<file path="config.mk">
export PLATFORM = sky130hd
export DESIGN_NAME = mf3_window
export DESIGN_NICKNAME = d
export VERILOG_FILES = /design/src/rtl/mf3_pkg.sv /design/src/rtl/mf3_window.sv
export SDC_FILE = /design/constraint.sdc
export NUM_CORES = 1
export LEC_CHECK = 0
export BUFFER_PORTS_ARGS = -buffer_cell sky130_fd_sc_hd__buf_2
export CAP_MARGIN = 30
export CORE_ASPECT_RATIO = 1.75
export CORE_MARGIN = 8
export CORE_UTILIZATION = 57
export CTS_CLUSTER_DIAMETER = 40
export DETAILED_ROUTE_END_ITERATION = 8
export PLACE_DENSITY = 0.8
export SETUP_SLACK_MARGIN = 0.05
export SLEW_MARGIN = 10
export SYNTH_ARGS = -nofsm -noshare
export SYNTH_HDL_FRONTEND = slang
export SYNTH_SLANG_ARGS = --single-unit
</file>
<file path="constraint.sdc">
create_clock -name clk -period 2.2 [get_ports clk]
set_clock_uncertainty 0.15 [all_clocks]
set_input_delay 0.44 -clock clk [delete_from_list [all_inputs] [get_ports clk]]
set_output_delay 0.44 -clock clk [all_outputs]
set_load 0.005 [all_outputs]
</file>
<file path="src/rtl/mf3_pkg.sv">
package mf3_pkg;

	localparam int MAX_WIDTH    = 2048;
	localparam int CHANNEL_BITS = 8;
	localparam int WINDOW       = 3;
	localparam int TAPS         = WINDOW * WINDOW;
	localparam int COL_BITS     = $clog2(MAX_WIDTH);
	localparam int ROW_BITS     = 12;
	localparam int CFG_BITS     = 12;
	localparam int CFG_ADDR_BITS = 4;
	localparam int PIX_BITS     = 3 * CHANNEL_BITS;

	localparam logic [CFG_ADDR_BITS-1:0] REG_IMAGE_WIDTH  = CFG_ADDR_BITS'(0);
	localparam logic [CFG_ADDR_BITS-1:0] REG_IMAGE_HEIGHT = CFG_ADDR_BITS'(1);

	localparam logic [CFG_BITS-1:0] WIDTH_RESET  = CFG_BITS'(640);
	localparam logic [CFG_BITS-1:0] HEIGHT_RESET = CFG_BITS'(480);

	localparam int CH_RED   = 2;
	localparam int CH_GREEN = 1;
	localparam int CH_BLUE  = 0;

	typedef logic [CHANNEL_BITS-1:0] chan_t;
	typedef logic [TAPS-1:0][CHANNEL_BITS-1:0] chan9_t;
	typedef logic [PIX_BITS-1:0] pix_t;
	typedef logic [TAPS-1:0][PIX_BITS-1:0] pix9_t;

	typedef struct packed {
		pix_t prev;
		pix_t prev2;
	} rows_t;

	typedef struct packed {
		logic [COL_BITS-1:0] col;
		logic [ROW_BITS-1:0] row;
		logic                c_is0;
		logic                c_is1;
		logic                c_last;
		logic                r_is0;
		logic                r_is1;
		logic                r_last;
	} pos_t;

	typedef struct packed {
		logic [COL_BITS-1:0] col;
		logic [ROW_BITS-1:0] row;
		logic                run_last;
		logic                frame_last;
	} meta_t;

	function automatic chan9_t med_cswap(chan9_t p, int lo, int hi);
		chan9_t q;
		q = p;
		if (p[lo] > p[hi]) begin
			q[lo] = p[hi];
			q[hi] = p[lo];
		end
		return q;
	endfunction

	// The three rows of the window are sorted first.
	function automatic chan9_t med_pass_a(chan9_t p);
		chan9_t q;
		q = p;
		q = med_cswap(q, 1, 2);
		q = med_cswap(q, 4, 5);
		q = med_cswap(q, 7, 8);
		q = med_cswap(q, 0, 1);
		q = med_cswap(q, 3, 4);
		q = med_cswap(q, 6, 7);
		q = med_cswap(q, 1, 2);
		q = med_cswap(q, 4, 5);
		q = med_cswap(q, 7, 8);
		return q;
	endfunction

	function automatic chan9_t med_pass_b(chan9_t p);
		chan9_t q;
		q = p;
		q = med_cswap(q, 0, 3);
		q = med_cswap(q, 5, 8);
		q = med_cswap(q, 4, 7);
		q = med_cswap(q, 3, 6);
		q = med_cswap(q, 1, 4);
		q = med_cswap(q, 2, 5);
		return q;
	endfunction

	function automatic chan_t med_pass_c(chan9_t p);
		chan9_t q;
		q = p;
		q = med_cswap(q, 4, 7);
		q = med_cswap(q, 4, 2);
		q = med_cswap(q, 6, 4);
		q = med_cswap(q, 4, 2);
		return q[4];
	endfunction

endpackage

</file>
<file path="src/rtl/mf3_window.sv">
module mf3_window (
	input  logic           clk,
	input  logic           arst_n,
	input  logic           load,
	input  mf3_pkg::pix_t  px,
	input  mf3_pkg::pix_t  up,
	input  mf3_pkg::pix_t  up2,
	input  mf3_pkg::pos_t  pos,
	input  logic           adv,
	output logic           win_free,
	output logic           v_s2,
	output mf3_pkg::pix9_t pix9_s2,
	output mf3_pkg::meta_t meta_s2
);

	logic [2:0][2:0][mf3_pkg::PIX_BITS-1:0] win_q;
	logic          em_valid_q;
	logic          xsel_q;
	logic          ysel_q;
	mf3_pkg::pos_t pos_q;
	logic          two_x;
	logic          two_y;
	logic          em_last;
	logic          has_out;
	logic [2:0][1:0] wr;
	logic [2:0][1:0] wc;
	mf3_pkg::pix9_t pick;
	mf3_pkg::meta_t meta;

	assign two_x    = !pos_q.c_is0 && pos_q.c_last;
	assign two_y    = !pos_q.r_is0 && pos_q.r_last;
	assign em_last  = !(!xsel_q && two_x) && !(!ysel_q && two_y);
	assign win_free = !em_valid_q || (adv && em_last);
	assign has_out  = (!pos.c_is0 || pos.c_last) && (!pos.r_is0 || pos.r_last);

	// Neighbors outside the image fall back to the nearest edge pixel.
	always_comb begin
		wr[0] = ysel_q ? (pos_q.r_is0 ? 2'd2 : 2'd1) : (pos_q.r_is1 ? 2'd1 : 2'd0);
		wr[1] = ysel_q ? 2'd2 : 2'd1;
		wr[2] = 2'd2;
		wc[0] = xsel_q ? (pos_q.c_is0 ? 2'd2 : 2'd1) : (pos_q.c_is1 ? 2'd1 : 2'd0);
		wc[1] = xsel_q ? 2'd2 : 2'd1;
		wc[2] = 2'd2;
		for (int dy = 0; dy < 3; dy++) begin
			for (int dx = 0; dx < 3; dx++) begin
				pick[dy * 3 + dx] = win_q[wr[dy]][wc[dx]];
			end
		end
		meta.col        = xsel_q ? pos_q.col : pos_q.col - 1'b1;
		meta.row        = ysel_q ? pos_q.row : pos_q.row - 1'b1;
		meta.run_last   = em_last;
		meta.frame_last = xsel_q && ysel_q;
	end

	always_ff @(posedge clk or negedge arst_n) begin
		if (!arst_n) begin
			win_q      <= '0;
			em_valid_q <= 1'b0;
			xsel_q     <= 1'b0;
			ysel_q     <= 1'b0;
			pos_q      <= '0;
			v_s2       <= 1'b0;
		end else begin
			if (adv) begin
				v_s2 <= em_valid_q;
			end
			if (load) begin
				for (int i = 0; i < 3; i++) begin
					win_q[i][0] <= win_q[i][1];
					win_q[i][1] <= win_q[i][2];
				end
				win_q[0][2] <= up2;
				win_q[1][2] <= up;
				win_q[2][2] <= px;
				em_valid_q  <= has_out;
				pos_q       <= pos;
				xsel_q      <= pos.c_is0;
				ysel_q      <= pos.r_is0;
			end else if (adv && em_valid_q) begin
				if (em_last) begin
					em_valid_q <= 1'b0;
				end else if (!xsel_q && two_x) begin
					xsel_q <= 1'b1;
				end else begin
					ysel_q <= 1'b1;
					xsel_q <= pos_q.c_is0;
				end
			end
		end
	end

	always_ff @(posedge clk) begin
		if (adv) begin
			pix9_s2 <= pick;
			meta_s2 <= meta;
		end
	end

endmodule

</file>
# == Word level (Yosys, flattened, before mapping) ==
# Cells that the tools add are included.
# op_classes
n_addsub,2
order_cmp,4
eq_ne,2
n_mux,37
reduce_logical,26
# op_table
operator,n
24-bit binary-select mux with 2-bit select,6
72-bit binary-select mux with 2-bit select,2
24-bit two-way mux,6
72-bit two-way mux,2
1-bit two-way mux,13
2-bit by 3-bit < comparator with 1-bit output (second input constant),4
12-bit two-way mux,1
2-bit two-way mux,6
12-bit by 1-bit subtractor with 12-bit output (second input constant),1
11-bit two-way mux,1
11-bit by 1-bit subtractor with 11-bit output (second input constant),1
1-bit logical AND,9
1-bit logical NOT,9
2-bit inequality test (second input constant),2
2-bit AND reduction,2
2-bit nonzero test,2
1-bit logical OR,3
3-bit AND reduction,1
# word_totals
ff_bits,490
inputBits,105
output_inout_bits,243

# == Longest topological paths before layout ==
# logic_depth
depth_word,8
mapped_depth,7
mapped_depth_nobuf,6

# == Least setup slack after synthesis ==
# No wires, ideal clock.
# synth_path
path_type,register -> register
from,register xsel_q
to,register pix9_s2[75] (netlist name) (data pin)
arrival_time_ps,1624
setup_slack_ps,173
stages_incl_launch_ff,7
n_path_buf,2
cell_sequence,dfrtp_1 > buf_2 > nor2_2 > buf_4 > mux4_2 > nand2_1 > nand2_1
# synth_rtl
item,line_no,text
start: declaration,mf3_window.sv:18,logic xsel_q;
start signal: assignment,mf3_window.sv:77,xsel_q <= pos.c_is0;
start signal: assignment,mf3_window.sv:86,xsel_q <= pos_q.c_is0;
end signal: assignment,mf3_window.sv:94,pix9_s2 <= pick;
end: declaration,mf3_window.sv:12,"output mf3_pkg::pix9_t pix9_s2,"

# == Worst setup path in the final report ==
# layout_path
from,register xsel_q
to,output port win_free
# layout_via
elab_chain_len,6
# layout_lines
item,line_no,text
1-bit logical NOT,mf3_window.sv:32,assign em_last = !(!xsel_q && two_x) && !(!ysel_q && two_y);
1-bit logical AND,mf3_window.sv:32,
1-bit logical NOT,mf3_window.sv:32,
1-bit logical AND,mf3_window.sv:32,
via em_last,mf3_window.sv:23,logic em_last;
1-bit logical AND,mf3_window.sv:33,assign win_free = !em_valid_q || (adv && em_last);
1-bit logical OR,mf3_window.sv:33,
end: declaration,mf3_window.sv:10,"output logic win_free,"
# The timed path passes the listed nets, and every way through them passes these cells.

==> impl_metrics.py <==
metrics = {
    "run_status": {
        "status": "complete, but fails checks",
        "violations": "negative setup slack",
    },
    "floorplanning": {
        "start_util": 0.575,
        "die_w_um": 163,
        "die_h_um": 273,
        "rows": 94,
        "num_io_pins": 348,
        "dieArea_sq_um": 44600,
        "fp.coreArea_sq_um": 37500,
    },
    "yosys": {
        "synth.distinct_cells": 43,
        "synth_edf_count": 241,
        "synth-xor-area-share": 0.00812,
        "async_flop_share": 0.508,
        "netlist_instances": 1548,
        "yosysTopAreaCell": "edfxtp_1",
        "synth-main-ff-cell": "dfrtp_1",
        "synth_top_family_by_area": "multiplexers",
        "synth-seq-cells": 490,
        "synth_mux_area_frac": 0.209,
        "ys_seq_area_frac": 0.624,
        "synth-simple-area-share": 0.0686,
        "synthTopCellsByCount": "mux2_2 (295), dfrtp_1 (249), edfxtp_1 (241), nand2_1 (195), mux2i_1 (67)",
        "yosysMostFrequentCell": "mux2_2",
        "synthTopCellsByArea": "edfxtp_1 (34%), dfrtp_1 (29%), mux2_2 (15%)",
        "syn_nets": 1655,
        "synth_top_area_frac": 0.335,
        "syn_avg_cell_area_sq_um": 13.9,
        "yosysWarningCount": 0,
        "synth_fa_ha_area_frac": 0.00116,
        "syn-cell-area_sq_um": 21600,
        "synth_compound_gate_area_share": 0.0644,
    },
    "clock_network": {
        "cts.clk_slew.worst_paths_ns": 0.07,
        "cts_buffer_depth": 3,
        "cts_buffers": 45,
        "clock_tree.htree_level_count": 2,
        "numClockSinks": 490,
        "cts_tree": "done",
        "clockRootBuffer": "clkbuf_16",
        "insertion_delay_ns": 0.57,
    },
    "layout": {
        "final_util": 0.734,
        "final_nets": 2119,
        "nFillCells": 2290,
        "drive_gt1_frac": 0.428,
        "area_growth_pct": 27.6,
    },
    "timing": {
        "max_freq_mhz": 435,
        "final_max_slew_viol_count": 0,
        "worst_slew_pin_slew_ns": 0.600,
        "period_share": 1.04,
        "setup_viol_count_final": 16,
        "grt_setup_unrepaired": "yes",
        "min_period_ns": 2.30,
        "hold_viol_final": 0,
        "max-slew-margin-rel": 0.600,
        "layout_setup_ws_ns": -0.0984,
    },
    "pwr": {
        "vdd_drop_max_mv": 0.657,
        "power_density_nw_per_um2": 947,
        "power.leakage_nw": 11.6,
    },
    "detailed_routing": {
        "dr.pass1.iters": 5,
        "drt-total-wl_um": 63100,
        "drtIter0Drc": 1368,
        "viasPerCell": 6.15,
        "route.vias.total": 15600,
        "wire_per_inst_um": 24.9,
        "postRouteAntennaNets": 0,
        "route.detailed.drc": 0,
    },
    "setup_path": {
        "r2r_slack_ns": -0.08,
        "start_kind": "flip-flop",
        "critPathMaxFanout": 2,
        "r2r_start": "ysel_q",
        "cp_data_required_time_ns": 1.61,
        "crit_type": "flip-flop to primary output",
        "timing.rr.end": "pix9_s2[13]",
        "crit_path_end_kind": "primary output",
        "rr_worst_depth": 6,
        "crit_arrival_ns": 1.71,
    },
    "worst_hold_path": {
        "min_path_cells": 2,
        "holdPathEnd": "win_q[120]",
        "worstHoldPathType": "primary input to flip-flop",
        "hold_start": "up[0]",
    },
    "global_route": {
        "busiest_layer": "met2",
        "grt_use_met3": 0.0425,
        "grt_pass1_wl_um": 93800,
        "use_met2": 0.480,
        "use_met1": 0.306,
        "grt_usage": 0.272,
        "grt_pass1_vias": 16200,
        "grt_max_degree": 107,
        "antenna_found_initial": 2,
        "overflow": 0,
    },
    "flow_run": {
        "drv_cap": 0,
    },
    "placement": {
        "portBuffers": 347,
        "gp_congestion": 0.863,
        "post-place-ws_ns": -0.0235,
        "dp_hpwl_um": 39300,
    },
}
[logic make-up after synthesis]
family	count (synthesis)
AOI/OAI and AO/OA	192
buffers and inverters	118
and+or+nand+nor	341
muxes	385
DFF	490
xor gates and xnor gates	20
adders and majority gates	2
[where the power goes]
| part | total (mW) | switching [mW] | internal [mW] |
|---|---|---|---|
| clock network | 8.70 | 3.46 | 5.23 |
| logic | 5.13 | 2.55 | 2.57 |
| registers | 12.3 | 1.07 | 11.2 |
[sequential cells by signal, indices dropped and copies added, names as in the netlist]
signal / cells
em_valid_q: 1
meta_s2: 25
pick: 24
pix9_s2: 216
pos_q: 29
v_s2: 1
win_q: 192
xsel_q: 1
ysel_q: 1
[timing repair]
item / CTS / global route
gates resized for setup: 21 / 35
gates cloned: 2 / 5
hold buffers: 97 / 0
buffers inserted: 7 / 13
setup endpoints to repair: 8 / 54
endpoints found under the hold margin: 160 / 0
pin swaps: 17 / 26
[area by class of cell]
| class | instances | area (sq um) | share of cell area |
|---|---|---|---|
| clock inverter | 23 | 360 | 0.0131 |
| timing repair buffer | 524 | 3900 | 0.142 |
| tap | 480 | 601 | 0.0218 |
| sequential | 490 | 13500 | 0.489 |
| inverter | 11 | 41.3 | 0.00150 |
| antenna | 3 | 7.51 | 0.000273 |
| multi-input combinational | 940 | 7860 | 0.285 |
| clock buffer | 61 | 1300 | 0.0472 |
[per-layer routing]
metal  vias up  part of all wire
met3       214             0.070
met2       833              0.52
met5         -                 0
met1      7843              0.35
li1       6674                 -
met4         0             0.060
[placed cells by master, fill, tap and decap left out, types with 4 or more instances in the layout]
master           n
buf_2          343
mux2_2         295
dfrtp_1        245
edfxtp_1       241
nand2_1        178
dlygate4sd3_1   97
mux2i_1         67
nor2_1          55
clkbuf_16       53
o21ai_0         48
a22oi_1         39
buf_4           36
nand3_1         31
buf_12          30
mux4_2          23
and3_1          17
a21oi_1         16
nor3b_1         16
a211o_1         15
nand2_2         15
o21a_1          15
a31oi_1         14
xor2_1          12
a22o_1          11
inv_1           10
bufinv_16        9
xnor2_1          8
o22ai_1          8
a311oi_4         8
clkbuf_1         8
a311oi_2         7
clkinv_2         7
buf_6            7
nor4_2           5
clkbuf_8         5
nor2_4           4
[how the worst max path moves through the flow]
stage,slack [ns],cells past startpoint,from,to
2_1_floorplan,0.17,6,xsel_q,pix9_s2[75]
3_3_place_gp,0.10,5,xsel_q,pix9_s2[82]
3_5_place_dp,-0.02,5,ysel_q,pix9_s2[19]
4_1_cts,-0.07,5,ysel_q,win_free
5_1_grt,-0.13,4,xsel_q,win_free
6_report,-0.1,4,xsel_q,win_free
[metrics by stage]
stage	power, mW	TNS [ns]	area [sq um]	instances	hold slack, ns
6_report	26.1	-0.613	27500	2532	0.0202
5_1_grt	27.0	-1.68	27500	2531	0.0193
4_1_cts	25.8	-0.163	27100	2511	0.00505
3_5_place_dp	16.9	-0.0235	24300	2321	0.198
3_3_place_gp	16.7	0	24300	2321	0.196
2_1_floorplan	14.7	0	21600	1548	-0.00559
[worst max-delay path: stages (launching register included)]
cell,delay [ns]
dfrtp_4,0.50
nor3b_4,0.24
a21oi_2,0.06
a21bo_2,0.21
buf_6,0.13
(Power assumes the default switching activity.)
