[config.mk]
export PLATFORM = sky130hd
export DESIGN_NAME = mf3_median_lane
export DESIGN_NICKNAME = d
export VERILOG_FILES = /design/src/rtl/mf3_pkg.sv /design/src/rtl/mf3_median_lane.sv
export SDC_FILE = /design/constraint.sdc
export NUM_CORES = 1
export LEC_CHECK = 0
export BUFFER_PORTS_ARGS = -buffer_cell sky130_fd_sc_hd__buf_4
export CAP_MARGIN = 25
export CORE_UTILIZATION = 40
export CTS_CLUSTER_SIZE = 28
export DETAILED_ROUTE_END_ITERATION = 12
export PLACE_DENSITY = 0.69
export SYNTH_ARGS = -nofsm -noshare
export SYNTH_HDL_FRONTEND = slang
export SYNTH_SLANG_ARGS = --single-unit
export TNS_END_PERCENT = 100
[constraint.sdc]
create_clock -name clk -period 20 [get_ports clk]
set_input_delay 1 -clock clk [delete_from_list [all_inputs] [get_ports clk]]
set_output_delay 1 -clock clk [all_outputs]
set_load 0.02 [all_outputs]
[src/rtl/mf3_pkg.sv]
package mf3_pkg;

	localparam int MAX_WIDTH    = 2048;
	localparam int CHANNEL_BITS = 8;
	localparam int WINDOW       = 3;
	localparam int TAPS         = WINDOW * WINDOW;
	localparam int COL_BITS     = $clog2(MAX_WIDTH);
	localparam int ROW_BITS     = 12;
	localparam int CFG_BITS     = 12;
	localparam int CFG_ADDR_BITS = 4;
	localparam int PIX_BITS     = 3 * CHANNEL_BITS;

	localparam logic [CFG_ADDR_BITS-1:0] REG_IMAGE_WIDTH  = CFG_ADDR_BITS'(0);
	localparam logic [CFG_ADDR_BITS-1:0] REG_IMAGE_HEIGHT = CFG_ADDR_BITS'(1);

	localparam logic [CFG_BITS-1:0] WIDTH_RESET  = CFG_BITS'(640);
	localparam logic [CFG_BITS-1:0] HEIGHT_RESET = CFG_BITS'(480);

	localparam int CH_RED   = 2;
	localparam int CH_GREEN = 1;
	localparam int CH_BLUE  = 0;

	typedef logic [CHANNEL_BITS-1:0] chan_t;
	typedef logic [TAPS-1:0][CHANNEL_BITS-1:0] chan9_t;
	typedef logic [PIX_BITS-1:0] pix_t;
	typedef logic [TAPS-1:0][PIX_BITS-1:0] pix9_t;

	typedef struct packed {
		pix_t prev;
		pix_t prev2;
	} rows_t;

	typedef struct packed {
		logic [COL_BITS-1:0] col;
		logic [ROW_BITS-1:0] row;
		logic                c_is0;
		logic                c_is1;
		logic                c_last;
		logic                r_is0;
		logic                r_is1;
		logic                r_last;
	} pos_t;

	typedef struct packed {
		logic [COL_BITS-1:0] col;
		logic [ROW_BITS-1:0] row;
		logic                run_last;
		logic                frame_last;
	} meta_t;

	function automatic chan9_t med_cswap(chan9_t p, int lo, int hi);
		chan9_t q;
		q = p;
		if (p[lo] > p[hi]) begin
			q[lo] = p[hi];
			q[hi] = p[lo];
		end
		return q;
	endfunction

	// The three rows of the window are sorted first.
	function automatic chan9_t med_pass_a(chan9_t p);
		chan9_t q;
		q = p;
		q = med_cswap(q, 1, 2);
		q = med_cswap(q, 4, 5);
		q = med_cswap(q, 7, 8);
		q = med_cswap(q, 0, 1);
		q = med_cswap(q, 3, 4);
		q = med_cswap(q, 6, 7);
		q = med_cswap(q, 1, 2);
		q = med_cswap(q, 4, 5);
		q = med_cswap(q, 7, 8);
		return q;
	endfunction

	function automatic chan9_t med_pass_b(chan9_t p);
		chan9_t q;
		q = p;
		q = med_cswap(q, 0, 3);
		q = med_cswap(q, 5, 8);
		q = med_cswap(q, 4, 7);
		q = med_cswap(q, 3, 6);
		q = med_cswap(q, 1, 4);
		q = med_cswap(q, 2, 5);
		return q;
	endfunction

	function automatic chan_t med_pass_c(chan9_t p);
		chan9_t q;
		q = p;
		q = med_cswap(q, 4, 7);
		q = med_cswap(q, 4, 2);
		q = med_cswap(q, 6, 4);
		q = med_cswap(q, 4, 2);
		return q[4];
	endfunction

endpackage

[src/rtl/mf3_median_lane.sv]
module mf3_median_lane (
	input  logic            clk,
	input  logic            en,
	input  mf3_pkg::chan9_t vals,
	output mf3_pkg::chan_t  med
);

	mf3_pkg::chan9_t a_s3;
	mf3_pkg::chan9_t b_s4;
	mf3_pkg::chan_t  med_s5;

	always_ff @(posedge clk) begin
		if (en) begin
			a_s3   <= mf3_pkg::med_pass_a(vals);
			b_s4   <= mf3_pkg::med_pass_b(a_s3);
			med_s5 <= mf3_pkg::med_pass_c(b_s4);
		end
	end

	assign med = med_s5;

endmodule

After elaboration in Yosys (flattened, before gate mapping)
Index checks and enable logic that the tools add are counted. W data, S select, Z words.

Output and inout port bits: 8. Logic and storage cells: 67. Flip-flop bits (word level): 112.

Magnitude comparators: 19. Multiplexer cells: 34.

Operators with widths (number): $mux W16 (15); $gt A8 B8 Y1 (19); $mux W8 (19).

Logic depth before layout (Yosys ltp)
Gate-level depths: netlist (run 1).

Depth in word-level cells: 11. Depth in mapped cells: 37. Mapped depth without buffers: 33.

Worst setup path after synthesis (run 1)
No wires, ideal clock.

Path type: register to register. From: register b_s4[33] (netlist bit). To: register med_s5[5] (netlist: med[5]) (data pin). Data arrival time: 6.393 ns. Path buffers: 4. Stages on the path, launching flop included: 35. Path slack: 13.348 ns. Data required time: 19.741 ns. Period minus slack after synthesis: 6.652 ns. Cell sequence: edfxtp_1 -> ha_1 -> nor2b_1 -> o211ai_1 -> a21oi_1 -> o21ai_2 -> mux2i_1 -> inv_1 -> ha_1 -> nand4_1 -> o21ai_0 -> and2_1 -> buf_4 -> buf_2 -> nor2_1 -> a21o_1 -> ha_1 -> a21o_1 -> a21o_1 -> a21oi_1 -> a22oi_1 -> o221ai_4 -> buf_8 -> nor2_1 -> a21oi_1 -> ha_1 -> nor2b_1 -> o21a_1 -> o21a_1 -> o21bai_1 -> a21o_1 -> buf_2 -> nand3_1 -> a21boi_2 -> nor2_1.

Cells in the longest elaborated chain, start to end: 11. Elaborated cells between the ends (all ways): 13.

Ends and longest elaborated chain: from (decl) (line mf3_median_lane.sv:9) `mf3_pkg::chan9_t b_s4;`; from (signal assigned) (line mf3_median_lane.sv:15) `b_s4 <= mf3_pkg::med_pass_b(a_s3);`; $gt A8 B8 Y1 (line mf3_pkg.sv:54) `if (p[lo] > p[hi]) begin`; $mux W8 (*) (line mf3_pkg.sv:54); $mux W8 (*) (line mf3_median_lane.sv:13) `if (en) begin`; $gt A8 B8 Y1 (line mf3_pkg.sv:54); $mux W8 (line mf3_pkg.sv:54); $mux W8 (line mf3_median_lane.sv:13); $gt A8 B8 Y1 (line mf3_pkg.sv:54); $mux W8 (line mf3_pkg.sv:54); $mux W8 (line mf3_median_lane.sv:13); $gt A8 B8 Y1 (line mf3_pkg.sv:54); $mux W8 (*) (line mf3_pkg.sv:54); to (signal assigned) (line mf3_median_lane.sv:16) `med_s5 <= mf3_pkg::med_pass_c(b_s4);`; to (decl) (line mf3_median_lane.sv:10) `mf3_pkg::chan_t med_s5;`.

Every way passes the cells marked *; elsewhere a longest branch is shown, timed or not. The select of a mux whose other input is x is not followed. A chain may end at the register's enable or synchronous reset.

Final worst setup path (run 1)
From: register b_s4[33] (netlist bit). To: register med_s5[0] (netlist: med[0]) (data pin).

The elaborated chain is that of the path after synthesis.

==> results of run 1 <==
## cells in the mapped netlist, types with 2 or more instances
| master | count | area [um2] |
|---|---|---|
| a21boi_0 | 5 | 37.5 |
| mux2i_1 | 125 | 1250 |
| a21boi_2 | 2 | 22.5 |
| o22ai_1 | 2 | 12.5 |
| o21bai_1 | 5 | 37.5 |
| nor2b_1 | 20 | 125 |
| nand3_1 | 23 | 115 |
| buf_6 | 2 | 22.5 |
| and3_1 | 6 | 37.5 |
| o21a_1 | 22 | 165 |
| nand4_1 | 20 | 125 |
| buf_8 | 2 | 30.0 |
| edfxtp_1 | 112 | 3360 |
| o21ai_0 | 33 | 165 |
| buf_2 | 13 | 65.1 |
| a21oi_1 | 67 | 335 |
| a22oi_1 | 10 | 75.1 |
| nand2b_1 | 8 | 50.1 |
| o31ai_4 | 3 | 63.8 |
| inv_1 | 148 | 556 |
| o211ai_1 | 3 | 22.5 |
| and2_1 | 2 | 12.5 |
| o21ai_1 | 5 | 25.0 |
| a21oi_2 | 3 | 26.3 |
| nor2_1 | 67 | 251 |
| o31ai_1 | 7 | 52.6 |
| a21o_1 | 37 | 278 |
| mux2_2 | 50 | 563 |
| ha_1 | 151 | 1890 |
| clkbuf_1 | 8 | 30.0 |
| nor3_1 | 2 | 10.0 |
| nand2_1 | 29 | 109 |
| o31a_1 | 2 | 17.5 |
## final cells by class
class	instances	area [um2]
inverter	148	556
timing repair buffer	87	671
sequential	112	3360
clock buffer	11	233
multi-input combinational	721	6020
tap	324	405
fill	2321	13200
clock inverter	5	56.3
## worst max-delay path by stage
| stage | end | start | slack (ns) |
|---|---|---|---|
| 2_1_floorplan | med[5]$_DFFE_PP_ | b_s4[33]$_DFFE_PP_ | 13.35 |
| 3_3_place_gp | med[2]$_DFFE_PP_ | b_s4[33]$_DFFE_PP_ | 11.97 |
| 3_5_place_dp | med[4]$_DFFE_PP_ | b_s4[33]$_DFFE_PP_ | 11.86 |
| 4_1_cts | med[4]$_DFFE_PP_ | b_s4[33]$_DFFE_PP_ | 11.82 |
| 5_1_grt | med[4]$_DFFE_PP_ | b_s4[33]$_DFFE_PP_ | 11.18 |
| 6_report | med[0]$_DFFE_PP_ | b_s4[33]$_DFFE_PP_ | 11.86 |
## sequential cells by signal, indices dropped and copies added (netlist names)
register  flops
med           8
b_s4         32
a_s3         72
## stage by stage
stage          cell area, um2  util, %  setup slack (ns)
2_1_floorplan           10100        -             13.35
6_report                11300     46.1             11.86
5_1_grt                 11300     46.1             11.18
3_3_place_gp            11000     44.7             11.97
4_1_cts                 11300     45.9             11.82
3_5_place_dp            11000     44.8             11.86
## worst max-delay path, delay by kind of cell (launching register included)
kind	cells	cell delay [ns]
mux	1	0.47
compound gates	16	4.04
flops	1	0.43
simple gates	8	1.64
buf+inv	1	0.09
fa+ha+maj	4	1.22
## routing by layer
layer,GRT usage (%),vias up
met5,0,-
met4,7.20,0
met3,2.76,33
met2,28.8,124
met1,22.0,3424
li1,-,3796
## cell families (layout without fill, tap and decap cells)
logic type	count (synthesis)	in the layout	synth area share (%)
buffers and inverters	174	251	7.04
adder cells (fa/ha/maj)	151	151	18.7
AO/OA/AOI/OAI	214	214	14.2
multiplexers	175	175	18.0
flip-flops	112	112	33.3
AND/OR/NAND/NOR	181	181	8.73
==> results.toml, run 1 <==
[route]
wire_per_inst_um = 15.3
post_drt_via_cell_ratio = 5.24
dr_wl_met2_mm = 9.99
drt-met1-wl_mm = 10.1
first_pass_iters = 5
wl_mm = 21.5
top_layer_used = "met4"
met3_length_um = 620
dr.first_iter.drc_count = 350
vias = 7377
drc = 0
ant_nets = 0

[floorplan]
fp.dieW_um = 161
die_y_um = 161
start_util_pct = 41.1
ios = 82
num_rows = 57
die_area_um2 = 25900
core_um2 = 24500

[sta]
setup_viol = 0
worst_pin_slew_ns = 1.06
rsz0062_at_grt = "false"
finalCritPeriodShare_pct = 40.7
slew_viol_final = 0
max_freq_mhz = 123
hold_viol = 0
fin_tns_setup_ns = 0
layout_min_cycle_time_ns = 8.14
clock_skew_ns = 0.00825
hold_slack_ns = 0.577
relSlewSlack_pct = 29.7

[logic_synthesis]
synth_area_um2 = 10100
synth_edf_count = 112
syn_avg_cell_area_um2 = 10.0
syn_nets = 1232
ys.flop_type = "edfxtp_1"
ys_seq_area_share_pct = 33.3
synth_cell_type_count = 46
async_reset_ff_share_pct = 0
yosys_warnings = 0
syn_inst = 1007
synth.ff_latch_count = 112

[outcome]
outcome = "completed"

[min_path]
holdPathStages = 2
worstHoldEndpoint = "b_s4[23]$_DFFE_PP_"
hold_start = "a_s3[23]$_DFFE_PP_"
hp-class = "register to register"

[global_routing]
gr-total-overflow = 0
grt_max_degree = 87
grt_pass1_vias = 7108
grt_pass1_wl_mm = 35.3
antenna_found_initial = 0
track_usage_pct = 17.2

[critical_path]
critical_path.max_stage_delay_ns = 0.83
start_kind = "register"
cp_max_fo = 26
endpoint_kind = "register"
crit_type = "register to register"
reg2regPathDepth = 30
slowest_stage = "and2_1"
arrival_ns = 8.25
r2r_setup_slack_ns = 11.86
worstPathRequired_ns = 20.11
reg2reg_to = "med[0]$_DFFE_PP_"
reg2reg_from = "b_s4[33]$_DFFE_PP_"

[final_layout]
drive_above_1_share_pct = 15.1
nets = 1304
fin_cells = 1408
layout_commonest_cell = "ha_1"
antenna-diode-count = 0
syn2layout_area_growth_pct = 12.0
mostFrequentLayoutCells = "151 x ha_1, 148 x inv_1, 125 x mux2i_1"

[cts]
cts_max_level = 3
postCtsSetupBuffers = 0
post_cts_resized = 0
clkTransAtPathRegs_ns = 0.07
clockBufferDepth = 2
cts_hold_buf = 0
clock_latency_ns = 0.36
numCtsBuffers = 9
cts_root_buf = "clkbuf_16"
cts_sinks = 112
cts_tree = "done"

[placed_design]
dp.cells = 1390
gp_congestion = 0.831
portBuffers = 81
dp_hpwl_mm = 17.7

[run]
maxCapViolCount = 0
Power of run 1 is not shown: default switching activity piles up to over one toggle a cycle in this logic, so the estimate is an artifact.
==> inputs of run 2 (changes only) <==
- clock period: 20 -> 7.8 ns (I/O delays scaled with it)
==> results.toml, run 2 (synthesis results as in run 1) <==
[critical_path]
worstPathRequired_ns = 7.92
slowest_stage = "mux2i_1"
reg2reg_to = "med[7]$_DFFE_PP_"
reg2regPathDepth = 32
endpoint_kind = "register"
crit_type = "register to register"
arrival_ns = 7.31
cp_max_fo = 14
r2r_setup_slack_ns = 0.62
start_kind = "register"
reg2reg_from = "b_s4[33]$_DFFE_PP_"
critical_path.max_stage_delay_ns = 0.49

[outcome]
outcome = "completed"

[floorplan]
num_rows = 57
start_util_pct = 41.1
die_area_um2 = 25900
die_y_um = 161
ios = 82
fp.dieW_um = 161
core_um2 = 24500

[route]
post_drt_via_cell_ratio = 5.19
ant_nets = 0
wl_mm = 21.6
drc = 0
vias = 7358
first_pass_iters = 4
dr.first_iter.drc_count = 293
wire_per_inst_um = 15.3

[cts]
numCtsBuffers = 9
cts_sinks = 112
postCtsSetupBuffers = 0
clkTransAtPathRegs_ns = 0.08
cts_hold_buf = 0
post_cts_resized = 0
cts_tree = "done"
cts_max_level = 3
clockBufferDepth = 2
cts_root_buf = "clkbuf_16"
clock_latency_ns = 0.36

[global_routing]
antenna_found_initial = 0
grt_pass1_wl_mm = 36.2
grt_max_degree = 63
track_usage_pct = 17.5
gr-total-overflow = 0
grt_pass1_vias = 7310

[final_layout]
syn2layout_area_growth_pct = 12.2
largest_register_ffs = 72
layout_commonest_cell = "ha_1"
antenna-diode-count = 0
mostFrequentLayoutCells = "151 x ha_1, 148 x inv_1, 125 x mux2i_1"
max_flop_register = "a_s3"
nets = 1313
drive_above_1_share_pct = 15.9

[sta]
clock_skew_ns = 0.0170
worst_pin_slew_ns = 0.912
relSlewSlack_pct = 38.8
max_freq_mhz = 139
fin_tns_setup_ns = 0
layout_min_cycle_time_ns = 7.18
hold_viol = 0
slew_viol_final = 0
setup_viol = 0
rsz0062_at_grt = "false"
finalCritPeriodShare_pct = 92.1

[placed_design]
portBuffers = 81
dp_hpwl_mm = 17.9
gp_congestion = 0.878

[min_path]
hp-class = "input port to register"
holdPathStages = 3
hold_start = "vals[49]"
worstHoldEndpoint = "a_s3[49]$_DFFE_PP_"

[run]
maxCapViolCount = 0
## run 2: stage by stage
stage / hold WS [ns] / cell area, um2 / setup WS, ns / util [%] / std cells
CTS: 0.380 / 11300 / 0.530 / 46.2 / 1417
finish: 0.381 / 11300 / 0.615 / 46.2 / 1417
global route: 0.385 / 11300 / 0.00884 / 46.2 / 1417
detailed placement: 0.566 / 11100 / 0.545 / 45.1 / 1401
floorplan: 0.502 / 10100 / 1.15 / - / 1007
global placement: 0.567 / 11100 / 0.712 / 45.1 / 1401
## run 2: cell type report
cell class	instances	area, um2
clock buffers	10	229
clock inverters	6	35.0
fillers	2363	13200
inverters	148	556
multi-input cells	721	6020
flip-flops and latches	112	3360
well taps	324	405
repair buffers	96	721
## run 2: layer usage
metal	wire length (um)	share of wire, %	GRT usage [%]	vias to the layer above
met5	0	0	0	-
met4	663	3.1	6.60	0
met3	660	3.0	2.71	33
met2	10300	47	30.1	121
met1	10100	46	21.9	3396
li1	-	-	-	3808
## run 2: how the worst max path moves through the flow
stage                  endpoint          startpoint
6_report       med[7]$_DFFE_PP_  b_s4[33]$_DFFE_PP_
4_1_cts        med[7]$_DFFE_PP_  b_s4[33]$_DFFE_PP_
5_1_grt        med[3]$_DFFE_PP_  b_s4[33]$_DFFE_PP_
3_3_place_gp   med[0]$_DFFE_PP_  b_s4[33]$_DFFE_PP_
3_5_place_dp   med[7]$_DFFE_PP_  b_s4[33]$_DFFE_PP_
2_1_floorplan  med[5]$_DFFE_PP_  b_s4[33]$_DFFE_PP_
## run 2: critical path, delay by kind of cell, from the launching register on
kind,cells,cell delay [ns]
buffers and inverters,5,0.95
AO/OA/AOI/OAI,16,3.18
flip-flops,1,0.43
AND/OR/NAND/NOR,5,0.68
multiplexers,2,0.57
adder cells (fa/ha/maj),4,1.13
Power of run 2 is left out for the same reason.
==> inputs of run 3 (changes only) <==
==> constraint.sdc (replaced) <==
create_clock -name clk -period 7.4 [get_ports clk]
set_input_delay 0.37 -clock clk [delete_from_list [all_inputs] [get_ports clk]]
set_output_delay 0.37 -clock clk [all_outputs]
set_load 0.05 [all_outputs]
==> results.toml, run 3 (synthesis results as in run 1) <==
[outcome]
outcome = "completed"

[global_routing]
track_usage_pct = 17.6
grt_pass1_vias = 7236
antenna_found_initial = 0
grt_pass1_wl_mm = 35.8
grt_max_degree = 58
gr-total-overflow = 0

[cts]
clkTransAtPathRegs_ns = 0.08
cts_max_level = 3
numCtsBuffers = 9
cts_root_buf = "clkbuf_16"
cts_tree = "done"
clockBufferDepth = 2
cts_sinks = 112
clock_latency_ns = 0.37
cts_hold_buf = 0

[floorplan]
num_rows = 57
die_y_um = 161
core_um2 = 24500
die_area_um2 = 25900
ios = 82
fp.dieW_um = 161
start_util_pct = 41.1

[critical_path]
slowest_stage = "edfxtp_1"
arrival_ns = 6.85
start_kind = "register"
critical_path.max_stage_delay_ns = 0.42
crit_family = "compound AO/OA/AOI/OAI gates"
r2r_setup_slack_ns = 0.67
worstPathRequired_ns = 7.52
crit_type = "register to register"
endpoint_kind = "register"
critPathBufInv = 5
cp_max_fo = 10
cpMostUsedCell = "a21o_1"

[sta]
worst_pin_slew_ns = 0.943
rsz0062_at_grt = "false"
hold_viol = 0
layout_min_cycle_time_ns = 6.73
fin_tns_setup_ns = 0
clock_skew_ns = 0.0133
relSlewSlack_pct = 37.1
finalCritPeriodShare_pct = 90.9
slew_viol_final = 0
max_freq_mhz = 149
setup_viol = 0

[min_path]
hp-class = "input port to register"

[route]
drc = 0
first_pass_iters = 5
wl_mm = 22.2
dr.first_iter.drc_count = 369
ant_nets = 0
vias = 7428
wire_per_inst_um = 15.6
post_drt_via_cell_ratio = 5.23

[final_layout]
mostFrequentLayoutCells = "151 x ha_1, 148 x inv_1, 122 x mux2i_1"
layout_commonest_cell = "ha_1"
fin_cells = 1420
final_util_pct = 46.6
fillers = 2305
antenna-diode-count = 0
largest_register_ffs = 72
nets = 1317
syn2layout_area_growth_pct = 13.3
drive_above_1_share_pct = 16.4
max_flop_register = "a_s3"

[run]
maxCapViolCount = 0

[placed_design]
gp_congestion = 0.865
portBuffers = 81
dp_hpwl_mm = 18.1
dp.cells = 1401
[run 3: per-stage QoR]
step / setup WS [ns] / hold WS [ns] / instance area [um2]
4_1_cts: 0.204 / 0.353 / 11400
6_report: 0.673 / 0.361 / 11400
3_3_place_gp: 0.392 / 0.571 / 11100
2_1_floorplan: 0.748 / 0.482 / 10100
5_1_grt: 0.104 / 0.362 / 11400
3_5_place_dp: 0.212 / 0.572 / 11100
[run 3: what timing repair did]
action / 4_1_cts / 5_1_grt
resized for setup: 0 / 8
endpoints found under the setup margin: 0 / 8
buffers inserted: 0 / 4
[run 3: cell type report]
cell class	count	area [um2]	share of cell area, %
clock buffers	10	229	2.00
repair buffers	100	776	6.79
multi-input cells	721	6050	53.0
flip-flops and latches	112	3360	29.4
well taps	324	405	3.55
clock inverters	5	48.8	0.427
inverters	148	556	4.86
[run 3: final timing paths]
kind                              to          startpoint  depth (start not counted)
setup reg to reg    med[7]$_DFFE_PP_  b_s4[33]$_DFFE_PP_                         33
setup / recovery    med[7]$_DFFE_PP_  b_s4[33]$_DFFE_PP_                         33
hold reg to reg   b_s4[52]$_DFFE_PP_  a_s3[52]$_DFFE_PP_                          1
hold / removal    a_s3[49]$_DFFE_PP_            vals[49]                          3
[run 3: worst register-to-register path, delay by kind of cell (launching register included)]
kind,cells,cell delay (ns)
buf+inv,5,0.79
fa+ha+maj,4,1.12
flops,1,0.42
compound gates,15,2.76
mux,2,0.42
simple gates,7,0.97
[run 3: routing by layer]
layer  vias to the layer above  global-route usage, %  part of all wire [%]
li1                       3810                      -                     -
met3                        30                   2.48                   3.0
met1                      3468                   22.4                    46
met5                         -                      0                     0
met4                         0                   7.42                   3.3
met2                       120                   29.7                    48
Power of run 3 is left out for the same reason.
